**src/hdl/keyed_record_table_unit_defines.svh**
```systemverilog
// assertion macros for the keyed record table unit
// expects clk_i and rst_ni in the scope of each use
`ifndef KEYED_RECORD_TABLE_UNIT_DEFINES_SVH
`define KEYED_RECORD_TABLE_UNIT_DEFINES_SVH

// property must hold at every clock edge out of reset
`define KRT_ASSERT(lbl, prop, msg) \
  lbl: assert property (@(posedge clk_i) disable iff (!rst_ni) (prop)) else $error(msg);

// condition must never be seen at a clock edge out of reset
`define KRT_ASSERT_NEVER(lbl, cond, msg) \
  lbl: assert property (@(posedge clk_i) disable iff (!rst_ni) !(cond)) else $error(msg);

`endif

```
**src/hdl/krt_pkg.sv**
```systemverilog
// shared types and constants of the keyed record table unit
// no dependencies
package krt_pkg;

  localparam int DEFAULT_CAPACITY = 16;
  localparam int KEY_W    = 31;
  localparam int YEAR_W   = 16;
  localparam int COURSE_W = 16;
  localparam int GRADE_W  = 7;
  localparam int USED_W   = 5;
  localparam logic [GRADE_W-1:0] GRADE_MAX = 7'd100;

  typedef enum logic [1:0] {
    OP_ADD    = 2'd0,
    OP_DELETE = 2'd1,
    OP_READ   = 2'd2,
    OP_LIST   = 2'd3
  } op_e;

  typedef enum logic [2:0] {
    ST_OK      = 3'd0,
    ST_FULL    = 3'd1,
    ST_DUP     = 3'd2,
    ST_MISSING = 3'd3,
    ST_INVALID = 3'd4
  } status_e;

  typedef struct packed {
    logic [KEY_W-1:0]    key;
    logic [YEAR_W-1:0]   year;
    logic [COURSE_W-1:0] course_a;
    logic [GRADE_W-1:0]  grade_a;
    logic [COURSE_W-1:0] course_b;
    logic [GRADE_W-1:0]  grade_b;
    logic [COURSE_W-1:0] course_c;
    logic [GRADE_W-1:0]  grade_c;
  } rec_t;

  typedef struct packed {
    status_e            status;
    logic [USED_W-1:0]  used_count;
    rec_t               rec;
    logic               last;
  } result_t;

endpackage

```
**src/hdl/keyed_record_table_unit.sv**
```systemverilog
// channel | dir | handshake               | payload
// in      | in  | in_valid_i / in_ready_o | op, key, year, three course/grade pairs
// out     | out | out_valid_o/out_ready_i | status, used_count, found record, last
//
// add (when not full, key nonzero), delete and read scan the stored keys one entry per
// cycle through the record ram read port; delete then shifts later entries down at one
// entry per cycle; list reads then emits each key, waiting on a full result register.
// reset clears the entry count only, the ram contents are not cleared.
// one result register parts the sides; a full register that is not taken stalls
// the sequencer, and a new transfer is taken once the last result is in the register.
// depends on krt_pkg, krt_ram, krt_engine and keyed_record_table_unit_defines.svh
`include "keyed_record_table_unit_defines.svh"

module keyed_record_table_unit import krt_pkg::*; #(
  parameter int CAPACITY = DEFAULT_CAPACITY
) (
  input  logic                clk_i,
  input  logic                rst_ni,
  input  logic                in_valid_i,
  output logic                in_ready_o,
  input  logic [1:0]          op_i,
  input  logic [KEY_W-1:0]    key_i,
  input  logic [YEAR_W-1:0]   year_i,
  input  logic [COURSE_W-1:0] first_course_i,
  input  logic [GRADE_W-1:0]  first_grade_i,
  input  logic [COURSE_W-1:0] second_course_i,
  input  logic [GRADE_W-1:0]  second_grade_i,
  input  logic [COURSE_W-1:0] third_course_i,
  input  logic [GRADE_W-1:0]  third_grade_i,
  output logic                out_valid_o,
  input  logic                out_ready_i,
  output logic [2:0]          status_o,
  output logic [USED_W-1:0]   used_count_o,
  output logic [KEY_W-1:0]    found_key_o,
  output logic [YEAR_W-1:0]   found_year_o,
  output logic [COURSE_W-1:0] found_course_a_o,
  output logic [GRADE_W-1:0]  found_grade_a_o,
  output logic [COURSE_W-1:0] found_course_b_o,
  output logic [GRADE_W-1:0]  found_grade_b_o,
  output logic [COURSE_W-1:0] found_course_c_o,
  output logic [GRADE_W-1:0]  found_grade_c_o,
  output logic                last_o
);

  localparam int IDX_W = (CAPACITY > 1) ? $clog2(CAPACITY) : 1;

  rec_t             in_rec;
  logic             slot_free;
  logic             push;
  result_t          res;
  logic             ram_we;
  logic [IDX_W-1:0] ram_waddr;
  rec_t             ram_wdata;
  logic             ram_re;
  logic [IDX_W-1:0] ram_raddr;
  rec_t             ram_rdata;
  logic             out_valid_q, out_valid_d;
  result_t          out_res_q, out_res_d;

  always_comb begin
    in_rec.key      = key_i;
    in_rec.year     = year_i;
    in_rec.course_a = first_course_i;
    in_rec.grade_a  = first_grade_i;
    in_rec.course_b = second_course_i;
    in_rec.grade_b  = second_grade_i;
    in_rec.course_c = third_course_i;
    in_rec.grade_c  = third_grade_i;
  end

  krt_ram #(
    .WIDTH ($bits(rec_t)),
    .DEPTH (CAPACITY)
  ) u_rec_ram (
    .clk_i   (clk_i),
    .we_i    (ram_we),
    .waddr_i (ram_waddr),
    .wdata_i (ram_wdata),
    .re_i    (ram_re),
    .raddr_i (ram_raddr),
    .rdata_o (ram_rdata)
  );

  krt_engine #(
    .CAPACITY (CAPACITY)
  ) u_engine (
    .clk_i       (clk_i),
    .rst_ni      (rst_ni),
    .in_valid_i  (in_valid_i),
    .in_ready_o  (in_ready_o),
    .op_i        (op_i),
    .rec_i       (in_rec),
    .slot_free_i (slot_free),
    .push_o      (push),
    .res_o       (res),
    .ram_we_o    (ram_we),
    .ram_waddr_o (ram_waddr),
    .ram_wdata_o (ram_wdata),
    .ram_re_o    (ram_re),
    .ram_raddr_o (ram_raddr),
    .ram_rdata_i (ram_rdata)
  );

  // result register, refilled in the cycle it is taken
  assign slot_free = !out_valid_q || out_ready_i;

  always_comb begin
    out_valid_d = out_valid_q;
    out_res_d   = out_res_q;
    if (push) begin
      out_valid_d = 1'b1;
      out_res_d   = res;
    end else if (out_ready_i) begin
      out_valid_d = 1'b0;
    end
  end

  always_ff @(posedge clk_i or negedge rst_ni) begin
    if (!rst_ni) begin
      out_valid_q <= 1'b0;
      out_res_q   <= '0;
    end else begin
      out_valid_q <= out_valid_d;
      out_res_q   <= out_res_d;
    end
  end

  assign out_valid_o      = out_valid_q;
  assign status_o         = out_res_q.status;
  assign used_count_o     = out_res_q.used_count;
  assign found_key_o      = out_res_q.rec.key;
  assign found_year_o     = out_res_q.rec.year;
  assign found_course_a_o = out_res_q.rec.course_a;
  assign found_grade_a_o  = out_res_q.rec.grade_a;
  assign found_course_b_o = out_res_q.rec.course_b;
  assign found_grade_b_o  = out_res_q.rec.grade_b;
  assign found_course_c_o = out_res_q.rec.course_c;
  assign found_grade_c_o  = out_res_q.rec.grade_c;
  assign last_o           = out_res_q.last;

  `KRT_ASSERT_NEVER(a_no_overwrite, push && out_valid_q && !out_ready_i, "result overwritten")
  `KRT_ASSERT(a_busy_after_accept, (in_valid_i && in_ready_o) |=> !in_ready_o, "ready after accept")
  `KRT_ASSERT(a_error_is_last, (out_valid_o && (status_o != ST_OK)) |-> last_o, "error not last")
  `KRT_ASSERT(a_error_no_key, (out_valid_o && (status_o != ST_OK)) |-> (found_key_o == '0), "key on error")

endmodule

```
**src/hdl/krt_ram.sv**
```systemverilog
// generic single-write, single-read ram with registered read data
// no dependencies
module krt_ram #(
  parameter int WIDTH = 8,
  parameter int DEPTH = 16,
  localparam int AW = (DEPTH > 1) ? $clog2(DEPTH) : 1
) (
  input  logic             clk_i,
  input  logic             we_i,
  input  logic [AW-1:0]    waddr_i,
  input  logic [WIDTH-1:0] wdata_i,
  input  logic             re_i,
  input  logic [AW-1:0]    raddr_i,
  output logic [WIDTH-1:0] rdata_o
);

  logic [WIDTH-1:0] mem_q [DEPTH];
  logic [WIDTH-1:0] rdata_q;

  always_ff @(posedge clk_i) begin
    if (we_i) begin
      mem_q[waddr_i] <= wdata_i;
    end
    if (re_i) begin
      rdata_q <= mem_q[raddr_i];
    end
  end

  assign rdata_o = rdata_q;

endmodule

```
**src/hdl/krt_engine.sv**
```systemverilog
// operation sequencer: key scan, append, compacting delete and key listing
// depends on krt_pkg; drives the record ram held in the top level
module krt_engine import krt_pkg::*; #(
  parameter int CAPACITY = DEFAULT_CAPACITY,
  localparam int IDX_W = (CAPACITY > 1) ? $clog2(CAPACITY) : 1,
  localparam int CNT_W = $clog2(CAPACITY + 1)
) (
  input  logic             clk_i,
  input  logic             rst_ni,
  input  logic             in_valid_i,
  output logic             in_ready_o,
  input  logic [1:0]       op_i,
  input  rec_t             rec_i,
  input  logic             slot_free_i,
  output logic             push_o,
  output result_t          res_o,
  output logic             ram_we_o,
  output logic [IDX_W-1:0] ram_waddr_o,
  output rec_t             ram_wdata_o,
  output logic             ram_re_o,
  output logic [IDX_W-1:0] ram_raddr_o,
  input  rec_t             ram_rdata_i
);

  typedef enum logic [2:0] {
    S_IDLE,
    S_SCAN,
    S_SHIFT,
    S_LIST_RD,
    S_LIST_OUT,
    S_EMIT
  } state_e;

  state_e           state_q, state_d;
  op_e              op_q, op_d;
  rec_t             rec_q, rec_d;
  logic [CNT_W-1:0] count_q, count_d;
  logic [CNT_W-1:0] ptr_q, ptr_d;
  logic [CNT_W-1:0] cmp_q, cmp_d;
  logic             pend_q, pend_d;
  result_t          res_q, res_d;

  logic             hit;
  logic             issue;
  logic             full;
  logic [CNT_W-1:0] ptr_inc;
  logic [CNT_W-1:0] shift_dst;
  logic             list_last;

  function automatic logic fields_ok(rec_t r);
    logic ok;
    ok = (r.year != '0) && (r.course_a != '0) && (r.course_b != '0) &&
         (r.course_c != '0) && (r.grade_a <= GRADE_MAX) &&
         (r.grade_b <= GRADE_MAX) && (r.grade_c <= GRADE_MAX);
    return ok;
  endfunction

  // compare uses the entry read in the previous cycle
  assign hit       = pend_q && (ram_rdata_i.key == rec_q.key);
  assign issue     = ptr_q < count_q;
  assign full      = count_q == CNT_W'(CAPACITY);
  assign ptr_inc   = ptr_q + CNT_W'(1);
  assign shift_dst = cmp_q - CNT_W'(1);
  assign list_last = ptr_inc == count_q;

  always_comb begin
    state_d     = state_q;
    op_d        = op_q;
    rec_d       = rec_q;
    count_d     = count_q;
    ptr_d       = ptr_q;
    cmp_d       = cmp_q;
    pend_d      = 1'b0;
    res_d       = res_q;
    ram_we_o    = 1'b0;
    ram_waddr_o = shift_dst[IDX_W-1:0];
    ram_wdata_o = ram_rdata_i;
    ram_re_o    = 1'b0;
    ram_raddr_o = ptr_q[IDX_W-1:0];
    push_o      = 1'b0;
    res_o       = res_q;

    case (state_q)
      S_IDLE: begin
        if (in_valid_i) begin
          op_d       = op_e'(op_i);
          rec_d      = rec_i;
          ptr_d      = '0;
          res_d      = '0;
          res_d.last = 1'b1;
          case (op_e'(op_i))
            OP_ADD: begin
              if (full) begin
                res_d.status = ST_FULL;
                state_d      = S_EMIT;
              end else if (rec_i.key == '0) begin
                res_d.status = ST_INVALID;
                state_d      = S_EMIT;
              end else begin
                state_d = S_SCAN;
              end
            end
            OP_DELETE, OP_READ: begin
              state_d = S_SCAN;
            end
            OP_LIST: begin
              state_d = (count_q == '0) ? S_EMIT : S_LIST_RD;
            end
            default: begin
              state_d = S_EMIT;
            end
          endcase
        end
      end

      S_SCAN: begin
        if (hit) begin
          case (op_q)
            OP_ADD: begin
              res_d.status = ST_DUP;
              state_d      = S_EMIT;
            end
            OP_READ: begin
              res_d.rec = ram_rdata_i;
              state_d   = S_EMIT;
            end
            OP_DELETE: begin
              ptr_d   = cmp_q + CNT_W'(1);
              state_d = S_SHIFT;
            end
            default: begin
              state_d = S_EMIT;
            end
          endcase
        end else if (issue) begin
          ram_re_o = 1'b1;
          pend_d   = 1'b1;
          cmp_d    = ptr_q;
          ptr_d    = ptr_inc;
        end else if (!pend_q) begin
          // key not stored
          if (op_q == OP_ADD) begin
            if (fields_ok(rec_q)) begin
              ram_we_o    = 1'b1;
              ram_waddr_o = count_q[IDX_W-1:0];
              ram_wdata_o = rec_q;
              count_d     = count_q + CNT_W'(1);
            end else begin
              res_d.status = ST_INVALID;
            end
          end else begin
            res_d.status = ST_MISSING;
          end
          state_d = S_EMIT;
        end
      end

      S_SHIFT: begin
        // move the entry read last cycle down one place
        if (pend_q) begin
          ram_we_o = 1'b1;
        end
        if (issue) begin
          ram_re_o = 1'b1;
          pend_d   = 1'b1;
          cmp_d    = ptr_q;
          ptr_d    = ptr_inc;
        end else if (!pend_q) begin
          count_d = count_q - CNT_W'(1);
          state_d = S_EMIT;
        end
      end

      S_LIST_RD: begin
        ram_re_o = 1'b1;
        state_d  = S_LIST_OUT;
      end

      S_LIST_OUT: begin
        res_o         = '0;
        res_o.rec.key = ram_rdata_i.key;
        res_o.last    = list_last;
        push_o        = slot_free_i;
        if (slot_free_i) begin
          if (list_last) begin
            state_d = S_IDLE;
          end else begin
            ptr_d   = ptr_inc;
            state_d = S_LIST_RD;
          end
        end
      end

      S_EMIT: begin
        push_o = slot_free_i;
        if (slot_free_i) begin
          state_d = S_IDLE;
        end
      end

      default: begin
        state_d = S_IDLE;
      end
    endcase

    res_o.used_count = USED_W'(count_q);
  end

  assign in_ready_o = state_q == S_IDLE;

  always_ff @(posedge clk_i or negedge rst_ni) begin
    if (!rst_ni) begin
      state_q <= S_IDLE;
      op_q    <= OP_ADD;
      rec_q   <= '0;
      count_q <= '0;
      ptr_q   <= '0;
      cmp_q   <= '0;
      pend_q  <= 1'b0;
      res_q   <= '0;
    end else begin
      state_q <= state_d;
      op_q    <= op_d;
      rec_q   <= rec_d;
      count_q <= count_d;
      ptr_q   <= ptr_d;
      cmp_q   <= cmp_d;
      pend_q  <= pend_d;
      res_q   <= res_d;
    end
  end

endmodule

```
**config.mk**
```make
export PLATFORM = sky130hd
export DESIGN_NAME = keyed_record_table_unit
export DESIGN_NICKNAME = d
export VERILOG_FILES = /design/src/hdl/krt_pkg.sv /design/src/hdl/keyed_record_table_unit.sv /design/src/hdl/krt_ram.sv /design/src/hdl/krt_engine.sv
export VERILOG_INCLUDE_DIRS = /design/src /design/src/hdl
export SDC_FILE = /design/constraint.sdc
export NUM_CORES = 2
export LEC_CHECK = 0
export ABC_AREA = 1
export BUFFER_PORTS_ARGS = -buffer_cell sky130_fd_sc_hd__buf_2
export CORE_ASPECT_RATIO = 0.7
export CORE_MARGIN = 1
export CORE_UTILIZATION = 44
export DETAILED_ROUTE_END_ITERATION = 12
export GPL_TIMING_DRIVEN = 0
export SYNTH_ARGS = -nofsm -noshare
export SYNTH_HDL_FRONTEND = slang
export SYNTH_SLANG_ARGS = --single-unit
```
**constraint.sdc**
```tcl
create_clock -name clk_i -period 10.1 [get_ports clk_i]
set_clock_uncertainty 0.15 [all_clocks]
set_input_delay 0.505 -clock clk_i [delete_from_list [all_inputs] [get_ports clk_i]]
set_output_delay 0.505 -clock clk_i [all_outputs]
set_load 0.05 [all_outputs]
```
==> results <==
- The flow ran to the end, but the final reports show violations.
- The checks that failed: capacitance limit, slew limit.
- Relative to the synthesized area, the layout overhead comes to 17.58%.
- After detailed routing, the number of vias per cell comes to 5.970.
- The detail route stage leaves a number of antenna-violating nets equal to 0.
- Summed over all cells, the static leakage comes to roughly 38 nW.
- Dividing the detail-routed wire length by the instance count gives a little under 30 um.
- The post-synth net total is about 7500.
- The worst path needs 7154 ps of the cycle, external delays included.
- The top cell types in the final layout, fill and taps aside, are edfxtp_1, nand2_1, o21ai_0.
- The I/O pin count is around 250.
- The post-synthesis cell area is about 0.093 mm^2.
- The sum of negative setup slack is 0 ps.
- The routed layout has 66280 vias.
- In this run, synthesis produced a sequential element count of 2355.
- The number of clock buffers inserted by TritonCTS is between 200 and 250.
- The power density normalized to cell area is approximately 320 mW/mm^2.
- The data required time of the critical path is about 10000 ps.
- The number of synthesis warnings is 0.
- The number of iterations in the first detailed-routing pass is 8.
- The max capacitance violation total is 2.
- The final global-route overflow total is 0.
- The initial antenna violation count is 22.
- Traced cell by cell, the critical path runs through buf_2, buf_2, inv_2, buf_2, buf_2, buf_2, ha_1, inv_1, nand4_1, nand3_1, nand2_1, nor2_2, nand3_2, clkbuf_2, nand2_1, o21ai_1, nand3_1, nor2_4, buf_12, buf_12, buf_12.
- TritonCTS built the clock tree.
- Setup repair after global routing left no endpoint under its margin.
- The worst setup path is captured at a flip-flop.
- Counting both buffers and inverters, the worst setup path holds a total of 11.
- The sequential area share after synthesis is 0.7427.
- The maximum number of pins on one net before global-route repair is roughly 120.
- In the finished design, the share of the clock period the worst path needs comes to 0.7083.
- The aggregate routed wire length is 329.7 mm.
- The placeable core area is between 0.2 and 0.25 mm^2.
- The worst ir drop on vdd is 0.2406 mV.
- The final number of hold-violating endpoints is 0.
- The max-slew violation count is 22.
- For this run, the post-layout net count is 8255.
- The via count of the first global-routing pass is 61640.
- The worst pin sits at a relative slew slack of -0.04559.
- The worst setup path is launched from a flip-flop.
- The arrival time reported for the critical path endpoint is about 7500 ps.
- The floorplan step defined a die boundary enclosing 0.2124 mm^2.
- The H-tree was split into 4 levels.
- After floorplanning, the core was divided into 140 placement rows.
- The origin of the critical flop-to-flop path is u_engine.ptr_q[0]$_DFFE_PN0P_.
- The transition at the pin with the smallest max-transition slack is about 1600 ps.
- The tree is rooted in a clkbuf_16.
- The insertion delay to the later sink of the worst-skew pair is 930 ps.
- The critical path's largest stage delay is 820 ps.
- The final weighted congestion in routability-driven placement is between 0.9 and 1.
- The maximum clock path buffer count is 4.
- The share of synthesized area in the top cell type comes to 0.6392.
- The design draws around 35 mW.
- Timing would allow up to around 140 MHz.
- After clock tree synthesis, the repair step resized 0 gates.
- The critical path's top delay family is buffers and inverters.
- The post-CTS clock slew at the launch and capture registers of the worst setup and hold paths is around 60 ps.
- The starting DRC count in detailed routing is 10450.
- The kind of path behind the tightest hold check is in2async.
- The remaining routing DRC violations is 0.
- Routed signal wires occupy layers up through met5.
- The tree built by TritonCTS fans out to 2355 sinks.
- Synthesis instantiated 40 different standard cells from the library.
- Yosys attributes the largest share of cell area to edfxtp_1, dfrtp_1, o21ai_0, nand2_1, nor2_1.
- The final number of setup-violating endpoints is 0.
- The count of cells along the worst register-to-register path is 21.
- The detailed router put a total of 132.9 mm of wire on met1.
- Leaving out fill and tap cells, the most frequent cell in the layout is edfxtp_1.
- The cell type with the highest aggregate area in the netlist is edfxtp_1.
- By instance count, the cell type seen most on the critical path is buf_2.
- The largest driver fanout on the critical path is 20.
- For this design, the slowest cell found on the critical path is nor2_4.
- The number of instances in the synthesized netlist is 7347.
- The HPWL after detailed placement is approximately 230 mm.
- The type of the worst setup path is reg2reg.
- The worst reg-to-reg setup slack is ~3000 ps.
- The starting utilization of the core area is 0.4441.
- The first global-routing pass estimated 458.6 mm of wire.
- The count of buffers added on input and output ports is 248.
- The post-CTS setup buffer count is 0.
- The average cell area after synthesis is about 13 um^2.
- After detailed routing, the met2 layer carries around 140 mm of wire.
- The overall track demand over capacity in global routing is 0.3063.
- The met3 wirelength from detailed routing is between 40 and 50 mm.
- In this run the critical register-to-register path is captured at u_rec_ram.mem_q[9][61]$_DFFE_PP_.
- In this run the horizontal extent of the chip is 550.4 um.
- The fraction of final layout cells sized beyond drive strength 1 is 0.1202.
- The vertical extent of the die is 385.9 um.
## per-stage QoR
step / hold WS (ps) / setup WS [ps] / cell area, um^2 / instances / util
global placement: 307.0 / -7887 / 97350 / 10360 / 0.4666
CTS: 104.6 / 2627 / 108900 / 11080 / 0.5218
global route: 154.8 / 2941 / 108900 / 11080 / 0.5218
detailed placement: 315.8 / 2729 / 100400 / 10540 / 0.4811
finish: 93.84 / 2946 / 108900 / 11100 / 0.5221
floorplan: 59.41 / 2016 / 92640 / 7347 / -
## cell families (layout without fill, tap and decap cells)
logic type,after synthesis,count (layout),share of synthesized area
adders and majority gates,12,12,0.001702
muxes,32,32,0.003890
other,0,25,0
AOI/OAI and AO/OA,2190,2190,0.1342
buffers and inverters,683,1644,0.03042
xor gates and xnor gates,13,13,0.001229
and+or+nand+nor,2062,2062,0.08590
DFF,2355,2355,0.7427
## final cells by class
class                      instances  area (um^2)
timing repair buffer             544         5328
fill                           17510        99690
clock inverter                   117         1085
multi-input combinational       4309        21150
antenna                           25        62.56
buffer                           492         2122
clock buffer                     300         6206
tap                             2769         3465
inverter                         191        716.9
sequential                      2355        68800
## cell usage after synthesis, drive strengths merged
cell type	instances
clkinv	4
o21bai	3
inv	187
nand2	1241
a21oi	477
nor3	9
o211ai	2
xor2	6
fa	1
o2111ai	1
dfrtp	383
nand4	23
edfxtp	1972
o21ai	1208
xnor2	7
a31oi	32
and2	1
buf	122
o22ai	235
nor2	727
nand3	56
or2	3
mux2	32
clkbuf	370
nand3b	2
o221ai	232
ha	11
## what timing repair did
action,CTS,global route
hold endpoints to repair,209,0
endpoints found under the setup margin,0,0
hold buffers,121,0
## sequential cells by signal, indices dropped and copies added, names as in the netlist, 7 cells and up
| signal | flops |
|---|---|
| u_rec_ram.mem_q | 1856 |
| u_engine.res_q | 120 |
| u_engine.rec_q | 116 |
| u_rec_ram.rdata_o | 116 |
| found_key_o | 31 |
| found_course_a_o | 16 |
| found_course_b_o | 16 |
| found_course_c_o | 16 |
| found_year_o | 16 |
| found_grade_a_o | 7 |
| found_grade_b_o | 7 |
| found_grade_c_o | 7 |
## power breakdown
group	total, mW	leakage, nW	internal (mW)	switching (mW)
Combinational	12.0	12.1	2.78	9.21
Clock	8.50	3.56	4.77	3.73
Sequential	14.2	22.7	13.3	0.886
## worst max path at each step
stage / to / start / depth (start not counted) / slack [ps]
floorplan: u_rec_ram.mem_q[0][0]$_DFFE_PP_ / u_engine.ptr_q[0]$_DFFE_PN0P_ / 18 / 2020
global placement: u_rec_ram.mem_q[8][87]$_DFFE_PP_ / u_engine.ptr_q[0]$_DFFE_PN0P_ / 18 / -7890
detailed placement: u_rec_ram.mem_q[9][77]$_DFFE_PP_ / u_engine.ptr_q[0]$_DFFE_PN0P_ / 21 / 2730
CTS: u_rec_ram.mem_q[9][61]$_DFFE_PP_ / u_engine.ptr_q[0]$_DFFE_PN0P_ / 21 / 2630
global route: u_rec_ram.mem_q[9][61]$_DFFE_PP_ / u_engine.ptr_q[0]$_DFFE_PN0P_ / 21 / 2940
finish: u_rec_ram.mem_q[9][61]$_DFFE_PP_ / u_engine.ptr_q[0]$_DFFE_PN0P_ / 21 / 2950
## metal layers
layer | vias up | GRT usage
li1 | 28430 | -
met1 | 32760 | 0.4382
met2 | 4477 | 0.4289
met3 | 614 | 0.09654
met4 | 6 | 0.1295
met5 | - | 0.004948
No activity file was read; power rests on OpenSTA's default activity.
